File: src/hw/rtl/sct_pkg.sv
package sct_pkg;

   // Pi in unsigned Q.32, rounded.
   localparam logic [63:0] PI_Q32 = 64'd13493037705;
   localparam logic [33:0] PI_R = 34'd13493037705;
   localparam logic [33:0] HALF_PI_R = 34'd6746518852;

   // One in Q2.30 and the rounding constant for a Q2.30 product.
   localparam logic signed [33:0] ONE_Q30 = 34'sd1073741824;
   localparam logic [63:0] ROUND_Q30 = 64'd536870912;

   // Widths of the series datapath.
   localparam int TERM_W = 32;
   localparam int SUM_W = 34;

   // Command codes of a transaction.
   localparam logic CMD_SINE = 1'b0;
   localparam logic CMD_COSINE = 1'b1;

   // Control that travels with every transaction through the pipeline.
   typedef struct packed {
      logic valid;
      logic cmd;
      logic flip;
   } sct_item_type;

endpackage

File: src/hw/rtl/sct_reduce_cell.sv
module sct_reduce_cell
   import sct_pkg::*;
#(
   parameter int AW = 40,
   parameter int SHIFT = 0
) (
   input  logic          clock,
   input  logic          reset,
   input  sct_item_type  item_i,
   input  logic [AW-1:0] rem_i,
   output sct_item_type  item_o,
   output logic [AW-1:0] rem_o
);

   localparam logic [AW-1:0] DIVISOR = AW'(PI_Q32 << SHIFT);

   sct_item_type  item_ff, item_in;
   logic [AW-1:0] rem_ff, rem_in;
   logic          qbit;

   // One restoring division step; only the lowest quotient bit affects the sign.
   always_comb begin
      qbit = (rem_i >= DIVISOR);
      rem_in = qbit ? (rem_i - DIVISOR) : rem_i;
      item_in = item_i;
      if (SHIFT == 0) begin
         item_in.flip = item_i.flip ^ qbit;
      end
   end

   always_ff @(posedge clock) begin
      if (reset) begin
         item_ff <= '0;
      end else begin
         item_ff <= item_in;
      end
   end

   always_ff @(posedge clock) begin
      rem_ff <= rem_in;
   end

   assign item_o = item_ff;
   assign rem_o = rem_ff;

endmodule

File: config.mk
export PLATFORM = sky130hd
export DESIGN_NAME = sct_reduce_cell
export DESIGN_NICKNAME = d
export VERILOG_FILES = /design/src/hw/rtl/sct_pkg.sv /design/src/hw/rtl/sct_reduce_cell.sv
export SDC_FILE = /design/constraint.sdc
export NUM_CORES = 1
export LEC_CHECK = 0
export ABC_CLOCK_PERIOD_IN_PS = 7300
export BUFFER_PORTS_ARGS = -buffer_cell sky130_fd_sc_hd__buf_2
export CORE_UTILIZATION = 25
export DETAILED_ROUTE_END_ITERATION = 7
export PLACE_DENSITY = 0.54
export SYNTH_ARGS = -nofsm -noshare
export SYNTH_HDL_FRONTEND = slang
export SYNTH_SLANG_ARGS = --single-unit
File: constraint.sdc
create_clock -name clock -period 7.3 [get_ports clock]
set_input_delay 1.825 -clock clock [delete_from_list [all_inputs] [get_ports clock]]
set_output_delay 1.825 -clock clock [all_outputs]
set_load 0.02 [all_outputs]
# Word-level counts from Yosys, hierarchy flattened
# Index checks and enable logic that the tools add are counted.
dict set report word_totals {
  wordCells 8
  out_inout_bits 43
  regBits 43
  input_bits 45
}
dict set report op_classes {
  n_addsub 1
  muxes 1
  bitwise 1
  magnitude_cmp 1
}
# op count
set op_table {}
lappend op_table {{$ge A40 B34 Y1 const B} 1}
lappend op_table {{$mux W40} 1}
lappend op_table {{$sub A40 B34 Y40 const B} 1}
lappend op_table {{$xor A1 B1 Y1} 1}

# Depth between registers and ports, before layout
dict set report logic_depth {
  ltp_word 2
  mapped_depth 11
  depth_no_buf 9
}

# Least setup slack after synthesis
# Ideal clock, no wire load.
dict set report synth_path {
  path_kind {input to register}
  from {in rem_i[36]}
  to {reg rem_ff[33] (netlist: rem_o[33])}
  arrival_time_ns 3.644
  path_slack_ns 3.533
  required_ns 7.177
  cell_stages 9
  n_path_buf 2
  setup_time_ns 0.123
  cell_sequence {or3_1 > or3_1 > or3_1 > a41oi_2 > o41a_2 > buf_6 > buf_8 > a21oi_1 > xor2_1}
}
dict set report synth_between {
  elab_chain_cells 2
}
# item line_no
set synth_lines {}
lappend synth_lines {{start, declared} sct_reduce_cell.sv:10} ;# input logic [AW-1:0] rem_i,
lappend synth_lines {{$ge A40 B34 Y1} sct_reduce_cell.sv:23} ;# qbit = (rem_i >= DIVISOR);
lappend synth_lines {{$mux W40} sct_reduce_cell.sv:24} ;# rem_in = qbit ? (rem_i - DIVISOR) : rem_i;
lappend synth_lines {{named net rem_in[33]} sct_reduce_cell.sv:18} ;# logic [AW-1:0] rem_ff, rem_in;
lappend synth_lines {{end signal, assigned} sct_reduce_cell.sv:40} ;# rem_ff <= rem_in;
lappend synth_lines {{end, declared} sct_reduce_cell.sv:18}
# The timed path passes the listed nets, and every way through them passes these cells.
# A chain may end at the register's enable or synchronous reset.

# Final worst setup path
dict set report layout_path {
  from {in rem_i[0]}
  to {reg rem_ff[31] (netlist: rem_o[31])}
}
dict set report layout_between {
  elab_chain_cells 2
  elab_cells_between_ends 3
  cone_classes {add/sub (1); order compare (1); mux (1)}
}
# item line_no
set layout_lines {}
lappend layout_lines {{$sub A40 B34 Y40 / $ge A40 B34 Y1 (equally long branches)} {sct_reduce_cell.sv:24, sct_reduce_cell.sv:23}}
lappend layout_lines {{$mux W40 *} sct_reduce_cell.sv:24}
lappend layout_lines {{named net rem_in[31]} sct_reduce_cell.sv:18}
# The timed path passes the listed nets; every way through them passes the cells marked *.

==> flow_summary.toml <==
[setup_path]
cp-startpoint = "rem_i[0]"
worstPathMaxFanout = 13
worst_ep_arrival_time_ns = 4.20
required_ns = 7.48
critPathKind = "in -> reg"
critPathLaunchType = "input port"
critPathCaptureType = "register"

[global_route]
grt_pass1_wl_um = 9280
grt_antenna_before_repair = 0
overflow = 0
first_global_vias = 1890
track_usage_pct = 13.51
grt_max_degree = 19

[placed_design]
dp_hpwl_um = 4649
placedCellCount = 419
port_buffers = 87
place_congestion = 0.8588

[pwr]
pwr_density_cell_nw_per_um2 = 212.6
p_leak_nw = 1.206
vdd_drop_max_uv = 77.92

[final_layout]
fin_util_pct = 33.60
final_cells = 427
antenna_cells = 0
fill_cells = 895
area_growth_pct = 28.92
drive_gt1_share_pct = 32.92
nNetsFinal = 368

[detailed_routing]
firstDrtPassIters = 4
wire_per_inst_um = 14.05
vias = 1998
wirelength_um = 5998
vias_per_cell = 4.679
ant_nets = 0
drc = 0
drt_iter0_markers = 124

[synth]
ys_types = 53
yosysTopAreaCell = "dfxtp_1"
synth_area_um2 = 2163
seq_area_frac_synth_pct = 39.79
synthCells = 238
synthArstFlopShare_pct = 0
synth_ff_type = "dfxtp_1"
synth_common_cells = "43 x dfxtp_1, 26 x xnor2_1, 21 x nand2_1"
yosysTopAreaCellShare_pct = 39.79
synthTopCellsByArea = "dfxtp_1 40%, xnor2_1 11%, xor2_1 5.7%"
synth_area_per_cell_um2 = 9.090
yosysMostFrequentCell = "dfxtp_1"
synth_edf_count = 0
ys_ff_latch = 43
synthesis.nets = 285
ys_warn_count = 0

[timing]
period_minus_slack_ns = 4.021
max-slew-margin-rel_pct = 50.99
rsz0062_at_grt = "false"
tightestPinTransition_ns = 0.7327
finalMaxSlewViolations = 0
fmax_ghz = 0.2487
setup_viol = 0
finalHoldViolations = 0
final.period_utilization_pct = 55.08
fin_setup_tns_ns = 0

[clock_network]
postCtsSetupBuffers = 0
tritoncts = "done"
clkTransAtPathRegs_ns = 0.09
ctsHoldBuffers = 0
htreeDepth = 2
numCtsBuffers = 5
cts-root-buf = "clkbuf_8"
cts_buffer_depth = 2
ctsResizeCount = 0
numClockSinks = 43

[hold_path]
hold_depth = 2
hold_end = "item_o[0]"
min-delay-start = "reset"
hold_path_class = "in -> reg"

[floorplan]
core_um2 = 8299
top_level_ports = 88
die_w_um = 95.03
dieArea_um2 = 9030
die_h_um = 95.03
start_util_pct = 26.07
fp-row-count = 33

[job]
maxCapViolations = 0

[outcome]
status = "finished clean"
## worst max-delay path, stage by stage
cell and delay (ns):
buf_2 0.13, inv_1 0.05, ha_1 0.19, nor2b_1 0.14, o21ai_1 0.22, a21o_1 0.19
a211oi_1 0.13, o41ai_4 0.62, buf_4 0.34, o311ai_0 0.19, xnor2_1 0.17
## placed cells by master, fill, tap and decap left out, drive strengths merged, types with 2 or more instances in the layout
cell	instances
xor2	14
nand3	4
or3	7
o21bai	2
dfxtp	43
o21ai	6
nand4	6
o41ai	2
buf	88
inv	6
nor4	5
nor2b	4
clkbuf	6
nor2	21
nor3	8
xnor2	26
a21oi	8
nand2	21
a31oi	4
or4	3
a21o	3
o211ai	5
nor3b	2
nand2b	5
ha	2
## flip-flops by register name (all words and copies together) (netlist names)
register	cells
item_o	3
rem_o	40
## routing by layer
layer / part of all wire, % / routed length, um / up-vias / global-route usage [%]
met5: 0 / 0 / - / 0
met4: 2.5 / 151 / 0 / 5.808
met3: 6.6 / 393 / 12 / 2.791
met2: 43 / 2599 / 93 / 21.64
met1: 48 / 2854 / 898 / 17.50
li1: - / - / 995 / -
## cells by family after synthesis
family,after synthesis,share of synthesized area [%]
simple gates,92,22.61
xor+xnor,40,16.19
flops,43,39.79
buf+inv,18,4.626
fa+ha+maj,2,1.157
compound gates,43,15.62
## power breakdown
| part | internal (mW) | leakage, nW | total (mW) | switching (mW) |
|---|---|---|---|---|
| Sequential | 0.259 | 0.363 | 0.265 | 0.00585 |
| Combinational | 0.0497 | 0.783 | 0.132 | 0.0825 |
| Clock | 0.111 | 0.0612 | 0.196 | 0.0851 |
| Total | 0.420 | 1.21 | 0.593 | 0.173 |
## cell type report
type | instances | area, um2 | share of cell area, %
multi-input cells | 177 | 1214 | 43.52
flip-flops and latches | 43 | 860.8 | 30.87
repair buffers | 88 | 442.9 | 15.88
well taps | 105 | 131.4 | 4.711
clock buffers | 6 | 82.58 | 2.961
clock inverters | 2 | 35.03 | 1.256
inverters | 6 | 22.52 | 0.8075
## how the worst max path moves through the flow
stage	cells after the start	slack, ns	to
floorplan	9	3.53	rem_o[33]
global placement	11	2.97	rem_o[31]
detailed placement	11	2.95	rem_o[31]
CTS	11	3.27	rem_o[31]
global route	11	3.08	rem_o[31]
finish	11	3.28	rem_o[31]
## metrics by stage
step | hold WS [ns] | total power [mW] | cell area [um2] | setup slack, ns
finish | 1.711 | 0.5930 | 2789 | 3.279
detailed placement | 2.024 | 0.4031 | 2671 | 2.951
global route | 1.692 | 0.6249 | 2789 | 3.075
global placement | 2.017 | 0.4028 | 2671 | 2.970
CTS | 1.701 | 0.6018 | 2789 | 3.271
floorplan | 1.897 | 0.3506 | 2163 | 3.533
(Power assumes the default switching activity.)
