===== config.mk =====
export PLATFORM = sky130hd
export DESIGN_NAME = sct_series_cell
export DESIGN_NICKNAME = d
export VERILOG_FILES = /design/src/hw/rtl/sct_pkg.sv /design/src/hw/rtl/sct_series_cell.sv
export SDC_FILE = /design/constraint.sdc
export NUM_CORES = 2
export LEC_CHECK = 0
export CAP_MARGIN = 20
export CORE_ASPECT_RATIO = 1.1
export CORE_MARGIN = 2
export CORE_UTILIZATION = 40
export DETAILED_ROUTE_END_ITERATION = 16
export DONT_BUFFER_PORTS = 1
export PLACE_DENSITY = 0.66
export SYNTH_ARGS = -nofsm -noshare
export SYNTH_HDL_FRONTEND = slang
export SYNTH_SLANG_ARGS = --single-unit

===== constraint.sdc =====
create_clock -name clock -period 10.5 [get_ports clock]
set_input_delay 1.575 -clock clock [delete_from_list [all_inputs] [get_ports clock]]
set_output_delay 1.575 -clock clock [all_outputs]
set_load 0.005 [all_outputs]

===== src/hw/rtl/sct_pkg.sv =====
package sct_pkg;

   // Pi in unsigned Q.32, rounded.
   localparam logic [63:0] PI_Q32 = 64'd13493037705;
   localparam logic [33:0] PI_R = 34'd13493037705;
   localparam logic [33:0] HALF_PI_R = 34'd6746518852;

   // One in Q2.30 and the rounding constant for a Q2.30 product.
   localparam logic signed [33:0] ONE_Q30 = 34'sd1073741824;
   localparam logic [63:0] ROUND_Q30 = 64'd536870912;

   // Widths of the series datapath.
   localparam int TERM_W = 32;
   localparam int SUM_W = 34;

   // Command codes of a transaction.
   localparam logic CMD_SINE = 1'b0;
   localparam logic CMD_COSINE = 1'b1;

   // Control that travels with every transaction through the pipeline.
   typedef struct packed {
      logic valid;
      logic cmd;
      logic flip;
   } sct_item_type;

endpackage


===== src/hw/rtl/sct_series_cell.sv =====
module sct_series_cell
   import sct_pkg::*;
#(
   parameter int INDEX = 0,
   parameter int SINE_TERMS = 11,
   parameter int COSINE_TERMS = 9
) (
   input  logic                    clock,
   input  logic                    reset,
   input  sct_item_type            item_i,
   input  logic [31:0]             x2_i,
   input  logic [TERM_W-1:0]       term_i,
   input  logic signed [SUM_W-1:0] sum_i,
   output sct_item_type            item_o,
   output logic [31:0]             x2_o,
   output logic [TERM_W-1:0]       term_o,
   output logic signed [SUM_W-1:0] sum_o
);

   // Divisors of this term for each function and their exact reciprocals
   // for dividends below 2^33.
   localparam int DS = (2 * INDEX + 2) * (2 * INDEX + 3);
   localparam int DC = (2 * INDEX + 3) * (2 * INDEX + 4);
   localparam int LS = $clog2(DS);
   localparam int LC = $clog2(DC);
   localparam logic [63:0] RS = ((64'd1 << (33 + LS)) / DS) + 64'd1;
   localparam logic [63:0] RC = ((64'd1 << (33 + LC)) / DC) + 64'd1;
   localparam logic [32:0] HS = 33'(DS / 2);
   localparam logic [32:0] HC = 33'(DC / 2);
   localparam logic ACT_S = (INDEX < SINE_TERMS);
   localparam logic ACT_C = (INDEX < COSINE_TERMS);
   localparam logic ODD = ((INDEX % 2) == 1);

   sct_item_type            item1_ff, item1_in, item2_ff, item3_ff;
   logic [31:0]             x2_1_ff, x2_2_ff, x2_3_ff;
   logic signed [SUM_W-1:0] sum1_ff, sum1_in, sum2_ff, sum3_ff;
   logic [63:0]             prod1_ff, prod1_in;
   logic [63:0]             rounded;
   logic [32:0]             tp;
   logic [34:0]             recip;
   logic [49:0]             phi_ff, phi_in;
   logic [50:0]             plo_ff, plo_in;
   logic [68:0]             total;
   logic [68:0]             shifted;
   logic [TERM_W-1:0]       term3_ff, term3_in;

   // Stage one: accumulate this term and multiply it by x squared.
   always_comb begin
      item1_in = item_i;
      sum1_in = sum_i;
      if (item_i.cmd ? ACT_C : ACT_S) begin
         if (item_i.cmd ^ ODD) begin
            sum1_in = sum_i - SUM_W'($signed({1'b0, term_i}));
         end else begin
            sum1_in = sum_i + SUM_W'($signed({1'b0, term_i}));
         end
      end
      prod1_in = 64'(term_i) * 64'(x2_i);
   end

   // Stage two: round the product, add half the divisor, and form the partial
   // products of the reciprocal multiplication.
   always_comb begin
      rounded = prod1_ff + ROUND_Q30;
      tp = rounded[62:30] + (item1_ff.cmd ? HC : HS);
      recip = item1_ff.cmd ? RC[34:0] : RS[34:0];
      phi_in = 50'(tp) * 50'(recip[34:18]);
      plo_in = 51'(tp) * 51'(recip[17:0]);
   end

   // Stage three: combine the partial products and shift out the quotient.
   always_comb begin
      total = {1'b0, phi_ff, 18'b0} + 69'(plo_ff);
      shifted = item2_ff.cmd ? (total >> (33 + LC)) : (total >> (33 + LS));
      term3_in = shifted[TERM_W-1:0];
   end

   always_ff @(posedge clock) begin
      if (reset) begin
         item1_ff <= '0;
         item2_ff <= '0;
         item3_ff <= '0;
      end else begin
         item1_ff <= item1_in;
         item2_ff <= item1_ff;
         item3_ff <= item2_ff;
      end
   end

   always_ff @(posedge clock) begin
      x2_1_ff <= x2_i;
      x2_2_ff <= x2_1_ff;
      x2_3_ff <= x2_2_ff;
      sum1_ff <= sum1_in;
      sum2_ff <= sum1_ff;
      sum3_ff <= sum2_ff;
      prod1_ff <= prod1_in;
      phi_ff <= phi_in;
      plo_ff <= plo_in;
      term3_ff <= term3_in;
   end

   assign item_o = item3_ff;
   assign x2_o = x2_3_ff;
   assign term_o = term3_ff;
   assign sum_o = sum3_ff;

endmodule


After elaboration in Yosys (flattened, before gate mapping) --
Index checks and enable logic that the tools add are counted.
Storage, ports and cells: input port bits 103, word-level logic and storage cells 30, register bits 402, output and inout port bits 101
Operators by class: $mul 3, add/subtract/negate cells 5, mux-type cells 3
Operators with widths (number):
- $add 68x51->69 | 1
- $add 63x30->63 const B | 1
- $mul 32x32->63 | 1
- $mul 33x18->51 const B | 1
- $mul 33x15->48 const B | 1
- $add 34x33->34 | 1
- $mux 34 | 1
- $sub 34x33->34 | 1
- $add 33x3->33 | 1
- $mux 32 | 1
- $mux 3 | 1

Longest topological paths before layout --
word-level depth 3, mapped depth 33, mapped depth without buffers 32

Least setup slack after synthesis --
OpenSTA, ideal clock, no wires.
kind input -> register, from in term_i[16], to reg prod1_ff[60], data required time 10.383 ns, buffers on the path 2, cell stages on the path 26, slack 1.802 ns, arrival time 8.581 ns, library setup time 0.117 ns, cell sequence clkbuf_1 > clkbuf_1 > nand2_1 > fa_1 > inv_1 > fa_1 > fa_1 > inv_1 > fa_1 > fa_1 > inv_1 > fa_1 > fa_1 > inv_1 > fa_1 > inv_1 > ha_1 > a211oi_1 > o21bai_1 > a2111oi_0 > o21ai_0 > a21oi_2 > o21ai_2 > a311o_1 > nor3b_1 > o22a_1
Between the ends: cells in the longest elaborated chain, start to end 1
RTL lines:
- start, declared | RTL line sct_series_cell.sv:12 | input logic [TERM_W-1:0] term_i,
- $mul 32x32->63 | RTL line sct_series_cell.sv:58 | prod1_in = 64'(term_i) * 64'(x2_i);
- via prod1_in[60] | RTL line sct_series_cell.sv:37 | logic [63:0] prod1_ff, prod1_in;
- end signal, assigned | RTL line sct_series_cell.sv:97 | prod1_ff <= prod1_in;
- end, declared | RTL line sct_series_cell.sv:37
The timed path passes the listed nets, and every way through them passes these cells. A chain may end at the register's enable or synchronous reset.

Final worst setup path --
from reg prod1_ff[31], to reg phi_ff[40]
Between the ends: cells in the longest elaborated chain, start to end 3
RTL lines:
- $add 63x30->63 | RTL line sct_series_cell.sv:64 | rounded = prod1_ff + ROUND_Q30;
- $add 33x3->33 | RTL line sct_series_cell.sv:65 | tp = rounded[62:30] + (item1_ff.cmd ? HC : HS);
- $mul 33x15->48 | RTL line sct_series_cell.sv:67 | phi_in = 50'(tp) * 50'(recip[34:18]);
- via phi_in[40] | RTL line sct_series_cell.sv:41 | logic [49:0] phi_ff, phi_in;
- end signal, assigned | RTL line sct_series_cell.sv:98 | phi_ff <= phi_in;
- end, declared | RTL line sct_series_cell.sv:41
The timed path passes the listed nets, and every way through them passes these cells.

==> impl_summary.log <==
INFO  metric run_status = complete, no violations
INFO  metric dieArea = 0.149 sq mm
INFO  metric mapped_cells = 6426
INFO  metric ys_ff_latch = 353
INFO  metric grt_overflow = 0
INFO  metric cts_root_buf = sky130_fd_sc_hd__clkbuf_16
INFO  metric wl_per_cell = 20.2 microns
INFO  metric clkSinkCount = 353
INFO  metric holdPathStages = 0
INFO  metric area_growth_syn_to_layout = 5.25%
INFO  metric post_synth_most_frequent_cells = sky130_fd_sc_hd__inv_1 (1553), sky130_fd_sc_hd__fa_1 (1176), sky130_fd_sc_hd__nand2_1 (913)
INFO  metric clkSlewWorstSetupHoldPaths = 70 ps
INFO  metric ioPinCount = 204
INFO  metric detail_route.wirelength = 165 mm
INFO  metric num-nets-final = 8088
INFO  metric timing.max_cap.violations = 0
INFO  metric detailroute.via_count = 42.2k
INFO  metric number_of_remaining_drc_errors = 0
INFO  metric grt_first_pass_wirelength = 258 mm
INFO  metric yosys_warnings = 0
INFO  metric max_slew.worst_pin.slew = 1080 ps
INFO  metric ratio_of_cells_with_drive_above_1_in_the_final_layout = 2.22%
INFO  metric slew_viol_final = 0
INFO  metric endpoint_kind = register
INFO  metric global_route.usage.total = 22.5%
INFO  metric fin_crit_share = 90.4%
INFO  metric netlist.area_leader.share = 40.2%
INFO  metric synth_top_area_cell = sky130_fd_sc_hd__fa_1
INFO  metric slew_headroom = 27.1%
INFO  metric rr_endpoint = phi_ff[40]$_DFF_P_
INFO  metric htreeDepth = 2
INFO  metric cts-buffers-inserted = 45
INFO  metric number_of_flops_mapped_to_enable_cells_by_yosys = 0
INFO  metric routed_via_density = 5.15
INFO  metric launching_element_type_of_the_critical_path = register
INFO  metric tns = 0 ps
INFO  metric reg2regPathDepth = 29
INFO  metric synth_fp_nets = 8297
INFO  metric regToRegStartpoint = prod1_ff[31]$_DFF_P_
INFO  metric drtAntennaViolNets = 0
INFO  metric core-area = 0.146 sq mm
INFO  metric synth_ff_type = sky130_fd_sc_hd__dfxtp_1
INFO  metric hold_viol_final = 0
INFO  metric worstHoldStart = sum1_ff[20]$_DFF_P_
INFO  metric multiInputGateArea = 0.0447 sq mm
INFO  metric post_cts_setup_inserts = 0
INFO  metric timing.setup.critical_path_class = reg2reg
INFO  metric synth.most_common_cell = sky130_fd_sc_hd__inv_1
INFO  metric hold_path_class = reg2reg
INFO  metric drt-pass1-iter-count = 6
INFO  metric critical_path.slowest_cell = sky130_fd_sc_hd__xnor2_1
INFO  metric dieHeight = 405 microns
INFO  metric period_needed = 9490 ps
INFO  metric cp_slowest_stage_delay = 850 ps
INFO  metric cp.arrival = 10010 ps
INFO  metric die_width = 369 microns
INFO  metric rsz0062_at_grt = false
INFO  metric setup_violations_final = 0
INFO  metric grt_pass1_vias = 44.9k
INFO  metric largest_cells_by_area_after_synthesis = sky130_fd_sc_hd__fa_1 (40%), sky130_fd_sc_hd__ha_1 (13%), sky130_fd_sc_hd__dfxtp_1 (12%)
INFO  metric hold-path-endpoint = sum2_ff[20]$_DFF_P_
INFO  metric clock_tree_buf_depth = 3
INFO  metric register_area = 0.00707 sq mm
INFO  metric synth_area = 0.0586 sq mm
INFO  metric asyncSetResetFlopFracSynth = 0%
INFO  metric number_of_antenna_violations_at_the_first_check_in_global_routing = 18
INFO  metric grt_start_max_net_pins = 48
INFO  metric worstPathRequired = 11020 ps
INFO  metric placement.io_buffers = 0
INFO  metric finalWeightedCongestion = 0.941
INFO  metric fillcell_total = 14.3k
INFO  metric cts_hold_repair.buffers = 0
INFO  metric worst_skew_pair.late_latency = 680 ps
INFO  metric achievable-frequency = 0.105 GHz
INFO  metric skew = 66.3 ps
INFO  metric cts_resized = 0
INFO  metric worstPathMaxFanout = 11
INFO  metric initial_utilization = 40.2%
INFO  metric reg2reg_setup_slack = 1010 ps
INFO  metric dp_hpwl = 131 mm
INFO  metric synth-seq-area-share = 12.1%
INFO  metric post_synth_num_cell_types = 92
INFO  metric cts_tree = done
INFO  metric drt_iter0_drc = 3101
INFO  metric core.rowCount = 147
INFO  metric post_synth.cell_area_avg = 9.11 sq um
## state kept, by name (all words and copies together) (netlist names), 33 cells and up
name      cells
phi_ff       47
sum_o        34
plo_ff       33
sum2_ff      34
prod1_ff     34
sum1_ff      34
## layout make-up
type	instances	share of cell area, %
timing repair buffer	11	0.134
multi-input combinational	4253	72.5
inverter	1553	9.46
antenna	4	0.0162
sequential	353	11.5
clock inverter	30	0.607
clock buffer	52	1.93
tap	1937	3.93
## placed cells by master (no fill, tap or decap), types with 7 or more instances in the layout
| master | synthesis | layout |
|---|---|---|
| sky130_fd_sc_hd__a21oi_1 | 195 | 195 |
| sky130_fd_sc_hd__o211ai_1 | 19 | 19 |
| sky130_fd_sc_hd__and2_1 | 257 | 257 |
| sky130_fd_sc_hd__nand4_1 | 38 | 38 |
| sky130_fd_sc_hd__a221oi_1 | 8 | 8 |
| sky130_fd_sc_hd__nor3_1 | 47 | 47 |
| sky130_fd_sc_hd__o22ai_1 | 7 | 7 |
| sky130_fd_sc_hd__nor2b_1 | 28 | 28 |
| sky130_fd_sc_hd__a31oi_1 | 21 | 21 |
| sky130_fd_sc_hd__and3_1 | 26 | 26 |
| sky130_fd_sc_hd__o21bai_1 | 27 | 27 |
| sky130_fd_sc_hd__nor4_1 | 18 | 18 |
| sky130_fd_sc_hd__buf_4 | 1 | 11 |
| sky130_fd_sc_hd__clkbuf_16 | 0 | 45 |
| sky130_fd_sc_hd__xor2_1 | 82 | 82 |
| sky130_fd_sc_hd__a21o_1 | 75 | 75 |
| sky130_fd_sc_hd__nand2b_1 | 27 | 27 |
| sky130_fd_sc_hd__a211oi_1 | 24 | 24 |
| sky130_fd_sc_hd__dfxtp_1 | 353 | 353 |
| sky130_fd_sc_hd__nand3_1 | 48 | 48 |
| sky130_fd_sc_hd__inv_1 | 1553 | 1553 |
| sky130_fd_sc_hd__o2111ai_1 | 8 | 8 |
| sky130_fd_sc_hd__xnor2_1 | 162 | 162 |
| sky130_fd_sc_hd__or2_2 | 8 | 8 |
| sky130_fd_sc_hd__nand2_1 | 913 | 913 |
| sky130_fd_sc_hd__a21boi_0 | 7 | 7 |
| sky130_fd_sc_hd__o21ai_0 | 114 | 114 |
| sky130_fd_sc_hd__fa_1 | 1176 | 1176 |
| sky130_fd_sc_hd__ha_1 | 592 | 592 |
| sky130_fd_sc_hd__o31ai_1 | 10 | 10 |
| sky130_fd_sc_hd__o21a_1 | 21 | 21 |
| sky130_fd_sc_hd__nor2_1 | 160 | 160 |
## per-stage QoR
step	setup WS, ps	std cells	util [%]	hold slack, ps	area [sq um]
2_1_floorplan	1800	6426	-	310	58600
3_5_place_dp	1010	8107	41.2	312	60100
4_1_cts	954	8189	42.3	313	61600
3_3_place_gp	1120	8107	41.2	310	60100
6_report	1010	8193	42.3	313	61600
5_1_grt	440	8189	42.3	320	61600
## how the worst max path moves through the flow
stage                                      end  depth (start not counted)  slack (ps)            startpoint
after floorplan           prod1_ff[60]$_DFF_P_                         26        1800            term_i[16]
after global placement      phi_ff[40]$_DFF_P_                         29        1120  prod1_ff[31]$_DFF_P_
after detailed placement    phi_ff[40]$_DFF_P_                         29        1010  prod1_ff[31]$_DFF_P_
after CTS                   phi_ff[40]$_DFF_P_                         29         950  prod1_ff[31]$_DFF_P_
after global routing        phi_ff[40]$_DFF_P_                         29         440  prod1_ff[31]$_DFF_P_
final                       phi_ff[40]$_DFF_P_                         29        1010  prod1_ff[31]$_DFF_P_
## cell families (layout without fill, tap and decap cells)
kind of cell	count (synthesis)	count (layout)	synth area share [%]
AO/OA/AOI/OAI	618	618	6.92
XOR/XNOR	245	245	3.68
adder cells (fa/ha/maj)	1768	1768	52.8
buffers and inverters	1820	1646	11.7
flip-flops	353	353	12.1
multiplexers	9	9	0.162
other	0	4	0
AND/OR/NAND/NOR	1613	1613	12.6
## worst max-delay path, delay by kind of cell, from the launching register on
family / cells / cell delay (ps)
adders and majority gates: 8 / 3560
xor gates and xnor gates: 3 / 1270
AOI/OAI and AO/OA: 10 / 2580
and+or+nand+nor: 6 / 1400
buffers and inverters: 2 / 100
DFF: 1 / 420
## routing by layer
metal	wire length [microns]	vias up	GRT usage [%]
li1	-	18905	-
met1	65900	21209	28.9
met2	77900	1696	37.3
met3	15300	339	5.01
met4	6010	14	7.68
met5	93	-	0
Power is left out: the tool's default activity adds up to more than one toggle a clock period on the data nets, which glitch-free logic cannot reach.
